--- src/hw/rtl/cpac_pkg.sv ---
// cpac_pkg: shared types, constants and elaboration-time helpers for the
// cluster position asinh correction block. No dependencies.
package cpac_pkg;

  localparam int ENERGY_BITS_DEF   = 16;
  localparam int CORDIC_STAGES_DEF = 16;
  localparam int FIELD_W           = 16;
  localparam int SCALE_W           = 24;
  localparam int COEFF_W           = 16;
  localparam int POS_W             = 16;
  localparam int ASINH_W           = 32;

  localparam logic [COEFF_W-1:0] COEFF_RESET = 16'd4096;
  localparam logic [SCALE_W-1:0] SCALE_RESET = 24'd154036;
  localparam logic [31:0]        LN2_Q28     = 32'd186065279;

  // register index codes (paddr[2])
  localparam logic REG_COEFF = 1'b0;
  localparam logic REG_SCALE = 1'b1;

  // atanh(2^-i) in Q.28, rounded
  localparam logic [28:0] ATANH_Q28 [25] = '{
    29'd0, 29'd147453245, 29'd68561855, 29'd33730852, 29'd16799113,
    29'd8391340, 29'd4194645, 29'd2097195, 29'd1048581, 29'd524289,
    29'd262144, 29'd131072, 29'd65536, 29'd32768, 29'd16384, 29'd8192,
    29'd4096, 29'd2048, 29'd1024, 29'd512, 29'd256, 29'd128, 29'd64,
    29'd32, 29'd16
  };

  typedef struct packed {
    logic [FIELD_W-1:0] low_energy;
    logic [FIELD_W-1:0] centre_energy;
    logic [FIELD_W-1:0] high_energy;
  } cpac_in_t;

  typedef struct packed {
    logic signed [POS_W-1:0] position;
    logic                    zero_sum;
  } cpac_out_t;

  // sideband that rides along the pipeline with each transaction
  typedef struct packed {
    logic neg;
    logic zero;
  } cpac_tag_t;

  // CORDIC iterations: shifts 1..n, with 4 and 13 done twice
  function automatic int cordic_total(input int n);
    return n + ((n >= 4) ? 1 : 0) + ((n >= 13) ? 1 : 0);
  endfunction

  function automatic int cordic_shift(input int j);
    int c;
    int s;
    c = 0;
    s = 1;
    for (int i = 1; i <= 24; i++) begin
      for (int r = 0; r < 2; r++) begin
        if (r == 0 || i == 4 || i == 13) begin
          if (c == j) s = i;
          c++;
        end
      end
    end
    return s;
  endfunction

  // start-to-done latency of the whole pipeline
  function automatic int cpac_latency(input int n);
    return 59 + cordic_total(n);
  endfunction

endpackage

--- src/hw/rtl/cpac_div.sv ---
// cpac_div: pipelined scaling divider, u = round(diff*scale/sum), one
// quotient bit per stage. Depends on cpac_pkg.
module cpac_div #(
  parameter int EW = cpac_pkg::FIELD_W
) (
  input  logic                            clk,
  input  logic                            rst,
  input  logic                            in_valid,
  input  cpac_pkg::cpac_tag_t             in_tag,
  input  logic [EW-1:0]                   diff,
  input  logic [EW+1:0]                   sum,
  input  logic [cpac_pkg::SCALE_W-1:0]    scale,
  output logic                            out_valid,
  output cpac_pkg::cpac_tag_t             out_tag,
  output logic [cpac_pkg::SCALE_W-1:0]    quot
);
  import cpac_pkg::*;

  localparam int QW = SCALE_W;
  localparam int NW = EW + QW;
  localparam int RW = EW + 2;

  logic            pv;
  cpac_tag_t       pt;
  logic [NW-1:0]   prod;
  logic [RW-1:0]   psum;
  logic [NW-1:0]   num;

  logic            v    [QW+1];
  cpac_tag_t       t    [QW+1];
  logic [RW-1:0]   rem  [QW+1];
  logic [RW-1:0]   dvs  [QW+1];
  logic [QW-1:0]   nlo  [QW+1];
  logic [QW-1:0]   q    [QW+1];
  logic [RW:0]     trial[QW];
  logic            ge   [QW];

  always_ff @(posedge clk) begin
    if (rst) pv <= 1'b0;
    else pv <= in_valid;
    pt   <= in_tag;
    prod <= NW'(diff) * NW'(scale);
    psum <= sum;
  end

  assign num = prod + NW'(psum >> 1);

  always_comb begin
    for (int s = 0; s < QW; s++) begin
      trial[s] = {rem[s], nlo[s][QW-1]};
      ge[s]    = trial[s] >= {1'b0, dvs[s]};
    end
  end

  always_ff @(posedge clk) begin
    if (rst) begin
      for (int s = 0; s <= QW; s++) v[s] <= 1'b0;
    end else begin
      v[0] <= pv;
      for (int s = 0; s < QW; s++) v[s+1] <= v[s];
    end
    t[0]   <= pt;
    rem[0] <= RW'(num[NW-1:QW]);
    dvs[0] <= psum;
    nlo[0] <= num[QW-1:0];
    q[0]   <= '0;
    for (int s = 0; s < QW; s++) begin
      t[s+1]   <= t[s];
      dvs[s+1] <= dvs[s];
      nlo[s+1] <= nlo[s] << 1;
      q[s+1]   <= {q[s][QW-2:0], ge[s]};
      rem[s+1] <= ge[s] ? RW'(trial[s] - {1'b0, dvs[s]}) : trial[s][RW-1:0];
    end
  end

  assign out_valid = v[QW];
  assign out_tag   = t[QW];
  assign quot      = q[QW];

endmodule

--- config.mk ---
export PLATFORM = sky130hd
export DESIGN_NAME = cpac_div
export DESIGN_NICKNAME = d
export VERILOG_FILES = /design/src/hw/rtl/cpac_pkg.sv /design/src/hw/rtl/cpac_div.sv
export SDC_FILE = /design/constraint.sdc
export NUM_CORES = 2
export LEC_CHECK = 0
export BUFFER_PORTS_ARGS = -buffer_cell sky130_fd_sc_hd__clkbuf_2
export CAP_MARGIN = 15
export CORE_ASPECT_RATIO = 1.75
export CORE_MARGIN = 4
export CORE_UTILIZATION = 30
export CTS_CLUSTER_DIAMETER = 120
export DETAILED_ROUTE_END_ITERATION = 8
export MAX_ROUTING_LAYER = met4
export PLACE_DENSITY_LB_ADDON = 0.15
export SYNTH_ARGS = -nofsm -noshare
export SYNTH_HDL_FRONTEND = slang
export SYNTH_SLANG_ARGS = --single-unit
export TNS_END_PERCENT = 5
--- constraint.sdc ---
create_clock -name clk -period 14.4 [get_ports clk]
set_input_delay 2.16 -clock clk [delete_from_list [all_inputs] [get_ports clk]]
set_output_delay 2.16 -clock clk [all_outputs]
set_load 0.01 [all_outputs]
== Yosys cells after proc, flatten, opt, wreduce, memory -nomap -nowiden ==
Memories as Yosys holds them, arrays and structs flattened.
Cells that the tools add are included.
Word-level totals
  register bits after elaboration: 61
  memories: 6
  word-level logic and storage cells: 138
  input bits: 63
  memory bits (writable): 2175
  output and inout bits: 27
Cells by class
  add/subtract/negate cells: 25
  multipliers: 1
  magnitude comparators: 24
  bitwise operators: 25
  muxes and demuxes: 52
Memories
  nlo: words 25, bits a word 24, read ports 24, clocked after Yosys merged registers in 0, write ports 25, RTL line cpac_div.sv:33  | logic [QW-1:0] nlo [QW+1];
  q: words 25, bits a word 24, read ports 25, clocked after Yosys merged registers in 0, write ports 25, RTL line cpac_div.sv:34  | logic [QW-1:0] q [QW+1];
  dvs: words 25, bits a word 18, read ports 24, clocked after Yosys merged registers in 0, write ports 25, RTL line cpac_div.sv:32  | logic [RW-1:0] dvs [QW+1];
  rem: words 25, bits a word 18, read ports 24, clocked after Yosys merged registers in 0, write ports 25, RTL line cpac_div.sv:31  | logic [RW-1:0] rem [QW+1];
  t: words 25, bits a word 2, read ports 25, clocked after Yosys merged registers in 0, write ports 25, RTL line cpac_div.sv:30  | cpac_tag_t t [QW+1];
  v: words 25, bits a word 1, read ports 25, clocked after Yosys merged registers in 0, write ports 25, RTL line cpac_div.sv:29  | logic v [QW+1];
Operator list (number)
  >= comparator 19 x 18 -> 1 bit: 24
  two-way mux 18 bit: 24
  subtractor 18 bit: 24
  adder 40 x 17 -> 40 bit: 1
  multiplier 16 x 24 -> 40 bit: 1
  two-way mux 1 bit: 28
  bitwise OR 1 bit: 25

== Longest topological paths before layout ==
  depth in word-level cells: 3
  depth in mapped cells: 25
  depth with buffers taken out: 23

== Worst setup path after synthesis ==
OpenSTA, ideal clock, no wires.
  path kind: input port to flip-flop
  start: in diff[6]
  end: reg prod[38]
  required time: 14.267 ns
  setup slack: 6.223 ns
  stages: 23
  arrival: 8.044 ns
  cells stage by stage: clkbuf_1 -> nand2_1 -> fa_1 -> inv_1 -> fa_1 -> inv_1 -> fa_1 -> inv_1 -> fa_1 -> fa_1 -> inv_1 -> fa_1 -> inv_1 -> ha_1 -> a21oi_1 -> o221ai_1 -> a221o_1 -> a21o_1 -> a2111oi_2 -> o31a_1 -> o31a_1 -> o311ai_1 -> xor2_1
On the way
  word-level cells in the longest chain between the ends: 1
RTL lines
  start, declared: RTL line cpac_div.sv:10  | input logic [EW-1:0] diff,
  multiplier 16 x 24 -> 40 bit: RTL line cpac_div.sv:42  | prod <= NW'(diff) * NW'(scale);
  end signal, assigned: RTL line cpac_div.sv:42
  end, declared: RTL line cpac_div.sv:25  | logic [NW-1:0] prod;
Every way passes these cells.
A chain may end at the register's enable or synchronous reset.

== Worst setup path after layout ==
Same ends and word-level chain as after synthesis.

==> results.json <==
{
  "outcome": "finished, final reports clean",
  "numCtsBuffers": 167,
  "rsz0062_at_grt": "false",
  "setup_viol": 0,
  "start_util_pct": 30.15,
  "crit_arrival_ps": 8950,
  "peakVddDrop_mv": 0.3360,
  "finalPower_mw": 23.19,
  "synth-edff-count": 0,
  "worstSetupPathType": "in2reg",
  "relSlewSlack_pct": 25.71,
  "yosys.cell_types.count": 88,
  "syn_area_mm2": 0.07122,
  "r2r_setup_slack_ps": 10390,
  "drc": 0,
  "dieArea_mm2": 0.2456,
  "crit_path_start_kind": "input port",
  "first_iter_violations": 1409,
  "whs_ps": 233.2,
  "antenna_found_initial": 3,
  "tightest_slew_ps": 1106,
  "core_area_mm2": 0.2362,
  "cts_max_level": 4,
  "cts_sinks": 1598,
  "pwr-share-seq_pct": 29.2,
  "r2r-end": "rem[1][6]",
  "ctsResizeCount": 0,
  "grt_max_degree": 36,
  "whs_path_depth": 0,
  "combPwrFrac_pct": 51.2,
  "clkPwrFrac_pct": 19.6,
  "hold_violations": 0,
  "clock_path_buffers": 4,
  "worstHoldEndpoint": "nlo[0][125]",
  "async_flop_share_pct": 0,
  "grt_use_total_pct": 15.00,
  "filler_cell_count": 23900,
  "gp_congestion": 0.8730,
  "ys_seq_elements": 1598,
  "required_ps": 15030,
  "die_w_um": 376.3,
  "p_int_mw": 14.10,
  "wl_per_cell_um": 17.28,
  "setup-tns-final_ps": 0,
  "die_h_um": 652.5,
  "synth_nets": 7867,
  "endpoint_kind": "flip-flop",
  "final_nets": 7992,
  "clkTransAtPathRegs_ps": 60,
  "vias_per_cell": 4.573,
  "dp_hpwl_um": 140600,
  "r2r_start": "dvs[0][132]",
  "syn_to_final_growth_pct": 13.50,
  "antenna_left": 0,
  "p_sw_share_pct": 39.22,
  "p_per_area_mw_per_mm2": 286.9,
  "grt_pass1_vias": 52090,
  "io_pins": 90,
  "post_route_cells_drive_above_1_share_pct": 9.520,
  "insertion_delay_ps": 830,
  "grt_first_pass_wirelength_um": 279000,
  "hold_class": "reg2reg",
  "report.final.slew_viol_count": 0,
  "portBuffers": 89,
  "drt_wl_total_um": 177300,
  "synth_flop_cell": "dfxtp_1",
  "worst_r2r_path_depth": 10,
  "postCtsHoldBufs": 0,
  "startpoint": "diff[6]",
  "postCtsSetupBuffers": 0,
  "pre_cts_slack_ps": 5314,
  "timing.final.ws_setup_ps": 6080,
  "switchingPower_mw": 9.097,
  "rows": 236,
  "max_freq_mhz": 120.2,
  "critPathMaxFanout": 24,
  "p_leak_nw": 37.14,
  "skew_ps": 90.57,
  "synth_cells": 6914,
  "fin_crit_sh_pct": 57.78,
  "yosysWarnings": 0,
  "cts-root-buf": "clkbuf_16",
  "min_period_ps": 8320,
  "cts_tree": "done",
  "drt_first_pass_iters": 7,
  "grt_remaining_overflow": 0,
  "cap_viol_max_count": 0,
  "syn_area_per_cell_um2": 10.30,
  "vias": 46920,
  "min_from": "nlo[0][100]",
  "synth_seq_area_share_pct": 44.92
}
power by group through the flow:
stage / logic, mW / clock network (mW) / registers, mW
floorplan: 9.04 / 0 / 6.63
CTS: 12.1 / 4.74 / 6.80
global route: 13.4 / 4.89 / 6.95
finish: 11.9 / 4.54 / 6.77
detailed placement: 12.0 / 0 / 6.89
global placement: 11.9 / 0 / 6.87
worst max-delay path: stages:
cell       delay, ps
clkbuf_2         360
and2_1           300
fa_1             530
inv_1             60
fa_1             570
fa_1             440
fa_1             490
inv_1             50
fa_1             530
inv_1             50
fa_1             540
inv_1            120
ha_1             440
a21oi_1          210
o221ai_1         190
a221o_1          360
a21o_1           200
a2111oi_2        530
o31a_1           300
o31a_1           240
o311ai_1         120
xor2_1           160
registers in the layout (all words and copies together), names as in the netlist:
register	cells
pv	1
prod	40
nlo	300
q	300
psum	18
v	25
t	50
pt	2
rem	430
dvs	432
synth_stat cells, drive strengths merged (15+ instances only):
| library cell | n | area share [%] |
|---|---|---|
| nand2 | 479 | 2.5 |
| ha | 560 | 9.8 |
| o31ai | 31 | 0.33 |
| fa | 330 | 9.3 |
| and3 | 42 | 0.37 |
| clkbuf | 114 | 0.60 |
| nand2b | 68 | 0.60 |
| nor2b | 107 | 0.94 |
| nor3 | 66 | 0.46 |
| xor2 | 121 | 1.5 |
| xnor2 | 253 | 3.1 |
| o31a | 25 | 0.31 |
| a31oi | 31 | 0.27 |
| inv | 919 | 4.8 |
| o211ai | 15 | 0.17 |
| nand3 | 73 | 0.51 |
| mux2i | 36 | 0.51 |
| buf | 45 | 0.47 |
| dfxtp | 1598 | 45 |
| or3 | 19 | 0.18 |
| o21a | 66 | 0.70 |
| nand4 | 69 | 0.61 |
| mux2 | 233 | 3.8 |
| a21oi | 386 | 2.7 |
| a2111oi | 15 | 0.27 |
| and2 | 163 | 1.4 |
| a21o | 180 | 1.9 |
| a21boi | 20 | 0.21 |
| nor2 | 312 | 1.6 |
| a211oi | 40 | 0.43 |
| o21bai | 47 | 0.50 |
| o21ai | 275 | 2.0 |
cell type report:
class	instances	area, µm²	share of cell area, %
multi-input combinational	4238	35080	43.40
sequential	1598	31990	39.58
clock buffer	215	4683	5.794
tap	3094	3871	4.789
inverter	919	3450	4.268
clock inverter	79	1107	1.370
timing repair buffer	115	638.1	0.7895
antenna	3	7.507	0.009288
cell families after synthesis:
family,synth area share (%)
compound gates,11.28
xor+xnor,4.600
fa+ha+maj,19.12
buf+inv,5.916
flops,44.92
mux,4.275
simple gates,9.893
how the worst max path moves through the flow:
stage,endpoint,slack [ps],depth (start not counted)
floorplan,prod[38],6220,23
global placement,prod[38],5290,23
detailed placement,prod[38],5310,23
CTS,prod[38],6150,22
global route,prod[38],5810,23
finish,prod[38],6080,22
metrics by stage:
step	util, %	area, µm²	std cells
3_5_place_dp	31.76	75030	9964
6_report	34.22	80830	10260
3_3_place_gp	31.76	75030	9963
5_1_grt	34.22	80830	10260
4_1_cts	34.21	80820	10260
2_1_floorplan	-	71220	6914
cell usage in the layout, fill, tap and decap left out, drive strengths merged, types with 107 or more instances in the layout:
master  count
a21o      180
o21ai     275
nand2     479
fa        330
nor2b     107
xor2      121
a21oi     386
mux2      233
dfxtp    1598
and2      163
ha        560
inv       928
xnor2     253
clkbuf    304
nor2      312
metal layers:
metal  wire (µm)  GRT usage [%]
met3        4852          1.889
met4       12570          9.124
met1       50640          10.95
met5           0              -
met2      109300          32.51
No activity file was read; power rests on OpenSTA's default activity.
